[config.mk]
export PLATFORM = sky130hd
export DESIGN_NAME = srt_cell
export DESIGN_NICKNAME = d
export VERILOG_FILES = /design/src/sv/srt_cell.sv
export SDC_FILE = /design/constraint.sdc
export NUM_CORES = 1
export LEC_CHECK = 0
export BUFFER_PORTS_ARGS = -buffer_cell sky130_fd_sc_hd__buf_2
export CAP_MARGIN = 15
export CELL_PAD_IN_SITES_DETAIL_PLACEMENT = 1
export CELL_PAD_IN_SITES_GLOBAL_PLACEMENT = 1
export CORE_ASPECT_RATIO = 0.6
export CORE_MARGIN = 2
export CORE_UTILIZATION = 38
export DETAILED_ROUTE_END_ITERATION = 7
export PLACE_DENSITY_LB_ADDON = 0.25
export SLEW_MARGIN = 20
export SYNTH_ARGS = -nofsm -noshare
export SYNTH_HDL_FRONTEND = slang
export SYNTH_SLANG_ARGS = --single-unit
[constraint.sdc]
create_clock -name clk_i -period 3.05 [get_ports clk_i]
set_input_delay 0.305 -clock clk_i [delete_from_list [all_inputs] [get_ports clk_i]]
set_output_delay 0.305 -clock clk_i [all_outputs]
set_load 0.01 [all_outputs]
[src/sv/srt_cell.sv]
// One cell of the window row: holds one prior bar's high and low and folds
// them into the passing max/min token. No package dependencies.
`timescale 1ns / 1ps
`default_nettype none

module srt_cell #(
  parameter int PW = 32,
  parameter int CW = 7
) (
  input  wire logic          clk_i,
  input  wire logic          rst_ni,
  input  wire logic          shift_i,
  input  wire logic [PW-1:0] sh_high_i,
  input  wire logic [PW-1:0] sh_low_i,
  output logic      [PW-1:0] sh_high_o,
  output logic      [PW-1:0] sh_low_o,
  input  wire logic          tok_valid_i,
  input  wire logic [CW-1:0] tok_rem_i,
  input  wire logic [PW-1:0] tok_max_i,
  input  wire logic [PW-1:0] tok_min_i,
  output logic               tok_valid_o,
  output logic      [CW-1:0] tok_rem_o,
  output logic      [PW-1:0] tok_max_o,
  output logic      [PW-1:0] tok_min_o
);

  logic [PW-1:0] st_high_q, st_low_q;
  logic          tok_valid_q;
  logic [CW-1:0] tok_rem_q, tok_rem_d;
  logic [PW-1:0] tok_max_q, tok_max_d, tok_min_q, tok_min_d;
  logic          take;

  always_comb begin
    take      = (tok_rem_i != '0);
    tok_rem_d = take ? tok_rem_i - CW'(1) : tok_rem_i;
    tok_max_d = (take && (st_high_q > tok_max_i)) ? st_high_q : tok_max_i;
    tok_min_d = (take && (st_low_q < tok_min_i)) ? st_low_q : tok_min_i;
  end

  always_ff @(posedge clk_i or negedge rst_ni) begin
    if (!rst_ni) begin
      tok_valid_q <= 1'b0;
    end else begin
      tok_valid_q <= tok_valid_i;
    end
  end

  always_ff @(posedge clk_i) begin
    if (shift_i) begin
      st_high_q <= sh_high_i;
      st_low_q  <= sh_low_i;
    end
    if (tok_valid_i) begin
      tok_rem_q <= tok_rem_d;
      tok_max_q <= tok_max_d;
      tok_min_q <= tok_min_d;
    end
  end

  assign sh_high_o   = st_high_q;
  assign sh_low_o    = st_low_q;
  assign tok_valid_o = tok_valid_q;
  assign tok_rem_o   = tok_rem_q;
  assign tok_max_o   = tok_max_q;
  assign tok_min_o   = tok_min_q;

endmodule

`default_nettype wire

==> flow_metrics.env, run 1 <==
export IMPL_dp_hpwl_um=14300
export IMPL_dpl_cell_area_um2=8290
export IMPL_die_x_um=174
export IMPL_min_period_ns=2.89
export IMPL_crit_chain="ha_1 -> a21o_1 -> nand3_1 -> a21oi_1 -> a2111oi_1 -> o21ai_1 -> a31oi_4 -> buf_12 -> mux2_2"
export IMPL_dp_slack_ns=-0.0336
export IMPL_ir_drop_v=0.000398
export IMPL_die_y_um=106
export IMPL_row_count=37
export IMPL_leakage_nw=4.09
export IMPL_fmax_mhz=346
export IMPL_synth_edf_count=135
export IMPL_cts_buffers=17
export IMPL_cts_setup_buffers=0
export IMPL_clockBufferDepth=2
export IMPL_grt_max_degree=73
export IMPL_finalPower_mw=5.54
export IMPL_crit_arrival_ns=3.07
export IMPL_slew_violations=0
export IMPL_setup_viol=0
export IMPL_cts_root_buffer="clkbuf_16"
export IMPL_clock_insertion_delay_worst_skew_ns=0.43
export IMPL_viasPerCell=4.90
export IMPL_grt_util_all_layers_pct=21.5
export IMPL_mostFrequentLayoutCell="buf_2"
export IMPL_cp_top_family="compound AO/OA/AOI/OAI gates"
export IMPL_yosysWarnings=0
export IMPL_rsz0062_at_grt="false"
export IMPL_synth_top_area_share_pct=61.3
export IMPL_gp_congestion=0.778
export IMPL_area_growth_pct=35.4
export IMPL_hold_class="in2reg"
export IMPL_first_global_vias=5337
export IMPL_synth_seq_area_share_pct=61.7
export IMPL_die_area_um2=18500
export IMPL_yosys_top_cells_area="edfxtp_1, ha_1, mux2_2"
export IMPL_cp_max_fo=23
export IMPL_drv_cap=0
export IMPL_seq_area_um2=4080
export IMPL_grt_pass1_wl_um=29500
export IMPL_path_buf_inv=1
export IMPL_slew_headroom_pct=31.4
export IMPL_netlist_area_um2=6610
export IMPL_drive_gt1_share_pct=49.7
export IMPL_cp_slowest_stage_delay_ns=0.46
export IMPL_cts_tree="built"
export IMPL_cp_start_kind="register"
export IMPL_netlist_instances=452
export IMPL_antenna_found_initial=3
export IMPL_wl_um=19700
export IMPL_diodes=0
export IMPL_num_vias=4866
export IMPL_synthArstFlopShare_pct=0.735
export IMPL_hold_viol=0
export IMPL_start_util_pct=38.7
export IMPL_syn_nets=656
export IMPL_p_per_area_nw_per_um2=619
export IMPL_htreeDepth=4
export IMPL_critPathSlowestCell="a2111oi_1"
export IMPL_worst_pin_slew_ns=1.03
export IMPL_yosysTopAreaCell="edfxtp_1"
export IMPL_dp_cells=960
export IMPL_final_cell_mix="buf_2, edfxtp_1, inv_1, ha_1, mux2_2"
export IMPL_nets=950
export IMPL_fill_cells=1842
export IMPL_clk_pin_slew_ns=0.06
export IMPL_worstSetupPathType="reg2reg"
export IMPL_multi_input_area_um2=2240
export IMPL_fin_cells=993
export IMPL_drcViolationCount=0
export IMPL_skew_ns=0.00956
export IMPL_detail_route_antenna_nets=0
export IMPL_grt_overflow_total=0
export IMPL_clkSinkCount=136
export IMPL_end_kind="register"
export IMPL_final_area_um2=8950
export IMPL_tns_ns=0
export IMPL_status="finished clean"
export IMPL_port_buffers=274
export IMPL_dr_first_iter_drc_count=239
export IMPL_synth_area_per_cell_um2=14.6
export IMPL_hold_ws_ns=0.0438
export IMPL_wl_per_cell_um=19.8
export IMPL_required_ns=3.23
export IMPL_fin_ws_ns=0.164
export IMPL_utilization_pct=52.4
export IMPL_synthFlopType="edfxtp_1"
export IMPL_coreArea_um2=17100
export IMPL_ys_types=30
export IMPL_io_pins=275
export IMPL_drt_pass1_iter_count=4
export IMPL_fin_crit_sh_pct=94.6
export IMPL_ys_ff_latch=136
## synthesized netlist by cell type, types with 4 or more instances
master    number
nor2_1        13
o21ai_0        7
a21o_1         9
nor3_1         6
inv_1         65
ha_1          65
a21oi_1       22
edfxtp_1     135
nand2_1       12
mux2_2        63
nand4_1       15
nand3_1        6
xnor2_1        4
a211oi_1       4
## flip-flops by register name (all words and copies together) (netlist names)
name,count
tok_max_o,32
sh_high_o,32
tok_valid_o,1
tok_min_o,32
tok_rem_o,7
sh_low_o,32
## layer usage
layer	up-vias	part of all wire, %	track usage (%)
li1	2281	-	-
met1	2351	43	25.8
met2	200	48	35.7
met3	30	7.5	7.65
met4	4	1.8	7.98
met5	-	0.11	0
## cells by family (layout without fill, tap and decap cells)
kind of cell / count (synthesis) / in the layout / synth area share, %
compound gates: 51 / 51 / 5.05
mux: 64 / 64 / 10.9
buf+inv: 71 / 378 / 4.54
simple gates: 60 / 60 / 4.84
fa+ha+maj: 65 / 65 / 12.3
xor+xnor: 5 / 5 / 0.662
flops: 136 / 136 / 61.7
## cell type report
cell class	instances	share of cell area, %
inverters	65	2.73
clock inverters	14	2.29
clock buffers	18	4.79
flip-flops and latches	136	45.6
multi-input cells	245	25.1
repair buffers	281	16.3
well taps	234	3.27
## where the power goes
part	total (mW)	switching (mW)	internal (mW)
clock	2.28	0.834	1.44
combinational	0.904	0.478	0.425
sequential	2.36	0.0915	2.27
total	5.54	1.40	4.14
## worst paths after layout
path / start / to / slack (ns) / depth (start not counted)
min in group asynchronous: rst_ni / tok_valid_o / 0.18 / 2
hold / removal: sh_high_i[14] / sh_high_o[14] / 0.04 / 1
setup / recovery: sh_high_o[5] / tok_max_o[11] / 0.16 / 9
hold reg to reg: sh_high_o[7] / tok_max_o[7] / 0.61 / 1
setup reg to reg: sh_high_o[5] / tok_max_o[11] / 0.16 / 9
max in group asynchronous: rst_ni / tok_valid_o / 2.78 / 2
## timing repair
action / CTS / global route
resized for setup: 1 / 3
pin swaps: 0 / 1
endpoints found under the hold margin: 1 / 0
endpoints found under the setup margin: 30 / 35
hold buffers: 1 / 0
## worst reg2reg max path: cells and delay by family (launching register included)
family                   cells  cell delay, ns
flip-flops                   1            0.42
AO/OA/AOI/OAI                5            1.21
multiplexers                 1            0.37
buffers and inverters        1            0.22
adder cells (fa/ha/maj)      1            0.34
AND/OR/NAND/NOR              1            0.08
Note: power is estimated with default switching activity, not from simulation.
==> inputs of run 2 (changes only) <==
ABC_AREA = 1   (was not set)
ABC_CLOCK_PERIOD_IN_PS = 3050   (was not set)
CORE_UTILIZATION = 37   (was 38)
==> run 2 against run 1 <==
- flip-flop and latch count unchanged
- largest power group unchanged
- via count increased by 18%
- combinational power up 6.7%
- synthesized cell count rose by 43%
- design area is 1.7% higher
==> flow_metrics.env, run 2 <==
export IMPL_status="finished clean"
export IMPL_hold_ws_ns=0.0600
export IMPL_wl_um=21500
export IMPL_yosysWarnings=0
export IMPL_fill_cells=2113
export IMPL_fmax_mhz=374
export IMPL_coreArea_um2=18200
export IMPL_num_vias=5720
export IMPL_required_ns=3.21
export IMPL_htreeDepth=4
export IMPL_clkSinkCount=136
export IMPL_utilization_pct=50.1
export IMPL_ir_drop_v=0.000360
export IMPL_synthArstFlopShare_pct=0.735
export IMPL_post_synth_top_count_cell="nand2_1"
export IMPL_viasPerCell=4.83
export IMPL_rrSetupSlack_ns=0.37
export IMPL_dr_first_iter_drc_count=297
export IMPL_cp_start_kind="register"
export IMPL_clockBufferDepth=2
export IMPL_ys_types=29
export IMPL_rsz0062_at_grt="false"
export IMPL_cts_buffers=17
export IMPL_grt_max_degree=73
export IMPL_syn_nets=852
export IMPL_fin_crit_sh_pct=87.7
export IMPL_row_count=38
export IMPL_cts_tree="built"
export IMPL_antenna_found_initial=3
export IMPL_gp_congestion=0.778
export IMPL_ys_ff_latch=136
export IMPL_port_buffers=274
export IMPL_grt_pass1_wl_um=32300
export IMPL_synth_seq_area_share_pct=59.1
export IMPL_synth_top_area_share_pct=58.7
export IMPL_cp_max_fo=32
export IMPL_synthFlopType="edfxtp_1"
export IMPL_netlist_top_cells_count="nand2_1, edfxtp_1, inv_1"
export IMPL_cts_setup_buffers=0
export IMPL_hold_viol=0
export IMPL_dpl_cell_area_um2=8500
export IMPL_drv_cap=0
export IMPL_io_pins=275
export IMPL_grt_util_all_layers_pct=21.4
export IMPL_drt_pass1_iter_count=5
export IMPL_dp_hpwl_um=15600
export IMPL_p_per_area_nw_per_um2=590
export IMPL_yosys_top_cells_area="edfxtp_1, ha_1, nand2_1"
export IMPL_netlist_area_um2=6900
export IMPL_worstSetupPathType="reg2reg"
export IMPL_setup_viol=0
export IMPL_skew_ns=0.00930
export IMPL_netlist_instances=648
export IMPL_crit_arrival_ns=2.83
export IMPL_final_cell_mix="buf_2, nand2_1, edfxtp_1"
export IMPL_worst_pin_slew_ns=1.07
export IMPL_die_y_um=110
export IMPL_final_area_um2=9100
export IMPL_finalPower_mw=5.37
export IMPL_wl_per_cell_um=18.1
export IMPL_area_growth_pct=31.8
export IMPL_clock_insertion_delay_worst_skew_ns=0.41
export IMPL_start_util_pct=38.0
export IMPL_leakage_nw=4.54
export IMPL_cts_root_buffer="clkbuf_16"
export IMPL_hold_class="in2reg"
export IMPL_slew_violations=0
export IMPL_fin_cells=1184
export IMPL_die_x_um=180
export IMPL_slew_headroom_pct=28.4
export IMPL_nets=1133
export IMPL_synth_area_per_cell_um2=10.7
export IMPL_synth_edf_count=135
export IMPL_min_period_ns=2.68
export IMPL_first_global_vias=5807
export IMPL_detail_route_antenna_nets=0
export IMPL_drive_gt1_share_pct=34.5
export IMPL_grt_overflow_total=0
export IMPL_end_kind="register"
export IMPL_yosysTopAreaCell="edfxtp_1"
export IMPL_dp_cells=1147
export IMPL_clk_pin_slew_ns=0.06
export IMPL_drcViolationCount=0
export IMPL_die_area_um2=19800
export IMPL_mostFrequentLayoutCell="buf_2"
## run 2: cell type report
type,count,area (um2),area share (%)
Antenna cell,2,5.00,0.0550
Clock buffer,23,468,5.14
Clock inverter,9,100,1.10
Inverter,84,315,3.46
Multi-Input combinational cell,412,2410,26.5
Sequential cell,136,4080,44.8
Tap cell,240,300,3.30
Timing Repair Buffer,278,1420,15.6
## run 2: path summary, 6_finish.rpt
kind	start	cells past startpoint	endpoint
setup / recovery	sh_high_o[31]	9	tok_max_o[20]
hold / removal	sh_low_i[6]	1	sh_low_o[6]
setup reg to reg	sh_high_o[31]	9	tok_max_o[20]
hold reg to reg	sh_low_o[31]	2	tok_min_o[31]
max in group asynchronous	rst_ni	2	tok_valid_o
min in group asynchronous	rst_ni	2	tok_valid_o
## run 2: logic make-up after synthesis
group                      count (synthesis)  share of synthesized area [%]
buffers and inverters                    102                           6.25
DFF                                      136                           59.1
adders and majority gates                 65                           11.8
xor gates and xnor gates                   2                          0.254
AOI/OAI and AO/OA                         51                           4.13
and+or+nand+nor                          292                           18.5
## run 2: power breakdown
part | internal (mW) | switching [mW] | total (mW)
Combinational | 0.369 | 0.596 | 0.965
Sequential | 2.29 | 0.0934 | 2.38
Clock | 1.24 | 0.777 | 2.02
Total | 3.90 | 1.47 | 5.37
## run 2: what timing repair did
| item | in CTS | in global routing |
|---|---|---|
| resized for setup | 1 | 0 |
| cloned | 0 | 2 |
| endpoints found under the setup margin | 32 | 37 |
| hold buffers | 1 | 0 |
| hold endpoints to repair | 1 | 0 |
| pin swaps | 0 | 2 |
## run 2: worst max-delay path: stages, from the launching register on
cell and delay (ns):
edfxtp_1 0.46, ha_1 0.35, nand2_1 0.09, nor2_1 0.07, nand2_1 0.12, nor2_4 0.09, a21oi_4 0.57, nand2_4 0.39
nand2_1 0.19, nand2_1 0.07
## run 2: stage by stage
stage	worst slack, ns	setup TNS, ns
floorplan	1.17	0
global placement	0.0328	0
detailed placement	-0.0612	-0.585
CTS	0.0302	0
global route	0.189	0
finish	0.375	0
## run 2: metal layers
layer / vias up / wire length (um) / track usage (%) / share of wire (%)
li1: 2763 / - / - / -
met1: 2770 / 10500 / 30.0 / 49
met2: 175 / 9660 / 32.9 / 45
met3: 10 / 1160 / 6.33 / 5.4
met4: 2 / 141 / 5.18 / 0.66
met5: - / 13 / 0 / 0.061
==> inputs of run 3 (changes only) <==
PLACE_DENSITY_LB_ADDON = 0.1   (was 0.25)
==> run 3 against run 2 <==
- fmax shrank 4.9%
- die area unchanged
- largest cell class unchanged
- design area is 0.27% higher
- clock-buffer cell count down 2
- highest routed layer unchanged
- non-clock buffer count grew 1
==> flow_metrics.env, run 3 (synthesized netlist as in run 2, its figures left out) <==
export IMPL_status="finished clean"
export IMPL_port_buffers=274
export IMPL_setup_viol=0
export IMPL_rsz0062_at_grt="false"
export IMPL_crit_arrival_ns=2.98
export IMPL_drv_cap=0
export IMPL_fin_cells=1184
export IMPL_gp_congestion=0.831
export IMPL_fill_cells=2128
export IMPL_grt_util_all_layers_pct=21.6
export IMPL_die_y_um=110
export IMPL_start_util_pct=38.0
export IMPL_mostFrequentLayoutCell="buf_2"
export IMPL_drive_gt1_share_pct=34.8
export IMPL_viasPerCell=4.84
export IMPL_grt_overflow_total=0
export IMPL_io_pins=275
export IMPL_cts_buffers=17
export IMPL_hold_class="in2reg"
export IMPL_ir_drop_v=0.000360
export IMPL_slew_headroom_pct=29.6
export IMPL_fin_crit_sh_pct=92.3
export IMPL_nets=1133
export IMPL_dp_cells=1148
export IMPL_wl_um=21200
export IMPL_num_vias=5727
export IMPL_skew_ns=0.0108
export IMPL_area_growth_pct=32.2
export IMPL_cp_start_kind="register"
export IMPL_cts_tree="built"
export IMPL_end_kind="register"
export IMPL_dp_hpwl_um=15500
export IMPL_multi_input_area_um2=2410
export IMPL_tns_ns=0
export IMPL_row_count=38
export IMPL_leakage_nw=4.56
export IMPL_clk_pin_slew_ns=0.07
export IMPL_worstSetupPathType="reg2reg"
export IMPL_min_period_ns=2.81
export IMPL_coreArea_um2=18200
export IMPL_detail_route_antenna_nets=0
export IMPL_first_global_vias=6129
export IMPL_clkSinkCount=136
export IMPL_required_ns=3.22
export IMPL_drcViolationCount=0
export IMPL_hold_viol=0
export IMPL_seq_area_um2=4080
export IMPL_grt_max_degree=35
export IMPL_clockBufferDepth=2
export IMPL_slew_violations=0
export IMPL_wl_per_cell_um=17.9
export IMPL_die_area_um2=19800
export IMPL_antenna_found_initial=2
export IMPL_die_x_um=180
export IMPL_grt_pass1_wl_um=32500
export IMPL_htreeDepth=4
export IMPL_clock_insertion_delay_worst_skew_ns=0.42
export IMPL_worst_pin_slew_ns=1.06
export IMPL_final_cell_mix="buf_2, nand2_1, edfxtp_1"
export IMPL_cts_root_buffer="clkbuf_16"
export IMPL_fmax_mhz=355
export IMPL_dr_first_iter_drc_count=226
export IMPL_p_per_area_nw_per_um2=594
export IMPL_cp_max_fo=33
export IMPL_drt_pass1_iter_count=4
==> run 3: changes by cell type in the layout (fill, tap and decap cells not counted) <==
cell | previous run | this run
buf_4 | 3 | 4
inv_6 | 0 | 1
clkinv_4 | 0 | 2
clkbuf_1 | 4 | 1
clkinv_2 | 5 | 4
nor2_2 | 2 | 1
clkbuf_8 | 2 | 3
==> run 3: metal layers <==
metal	track usage [%]	vias up	share of wire (%)
li1	-	2765	-
met1	27.4	2758	45
met2	36.2	185	47
met3	7.19	17	7.1
met4	4.95	2	0.98
met5	0	-	0.061
==> run 3: layout make-up <==
type                       count  share of cell area [%]
sequential                   136                    44.7
antenna                        2                  0.0548
tap                          240                    3.29
clock inverter                11                    1.33
multi-input combinational    411                    26.4
timing repair buffer         279                    15.6
inverter                      84                    3.46
clock buffer                  21                    5.16
==> run 3: timing repair <==
action | 4_1_cts | 5_1_grt
hold endpoints to repair | 1 | 0
setup buffers | 0 | 0
hold buffers | 1 | 0
resized for setup | 1 | 0
setup endpoints to repair | 5 | 0
==> run 3: worst paths after layout <==
| path | depth (start not counted) | to | from | slack (ns) |
|---|---|---|---|---|
| worst max-delay path | 10 | tok_max_o[24] | sh_high_o[31] | 0.24 |
| worst min-delay path | 1 | sh_low_o[21] | sh_low_i[21] | 0.05 |
| worst max register to register | 10 | tok_max_o[24] | sh_high_o[31] | 0.24 |
| worst min register to register | 2 | tok_max_o[18] | sh_high_o[18] | 0.62 |
| max in group asynchronous | 2 | tok_valid_o | rst_ni | 2.79 |
| min in group asynchronous | 2 | tok_valid_o | rst_ni | 0.18 |
==> run 3: power breakdown <==
| group | switching (mW) | internal, mW | total (mW) |
|---|---|---|---|
| registers | 0.0956 | 2.29 | 2.39 |
| clock network | 0.813 | 1.27 | 2.08 |
| logic | 0.587 | 0.370 | 0.957 |
| total | 1.50 | 3.93 | 5.42 |
==> run 3: worst max-delay path, stage by stage, from the launching register on <==
cell and delay [ns]:
edfxtp_1 0.42, ha_1 0.34, nand2_1 0.08, nor2_1 0.22, nand2_1 0.15, nor2_4 0.25, nand2_2 0.10, nand2_4 0.35
nand2_4 0.38, nand2_1 0.19, nand2_1 0.07
==> run 3: through the flow <==
| step | total power, mW | hold slack [ns] | worst slack [ns] | util, % | cell area, um2 |
|---|---|---|---|---|---|
| 2_1_floorplan | 2.93 | 0.00941 | 1.17 | - | 6900 |
| 3_3_place_gp | 3.34 | 0.0798 | 0.0899 | 46.8 | 8500 |
| 3_5_place_dp | 3.38 | 0.0811 | -0.00357 | 46.8 | 8500 |
| 4_1_cts | 5.50 | 0.0295 | 0.214 | 50.2 | 9120 |
| 5_1_grt | 5.68 | 0.0313 | 0.00586 | 50.2 | 9120 |
| 6_report | 5.42 | 0.0513 | 0.236 | 50.2 | 9130 |
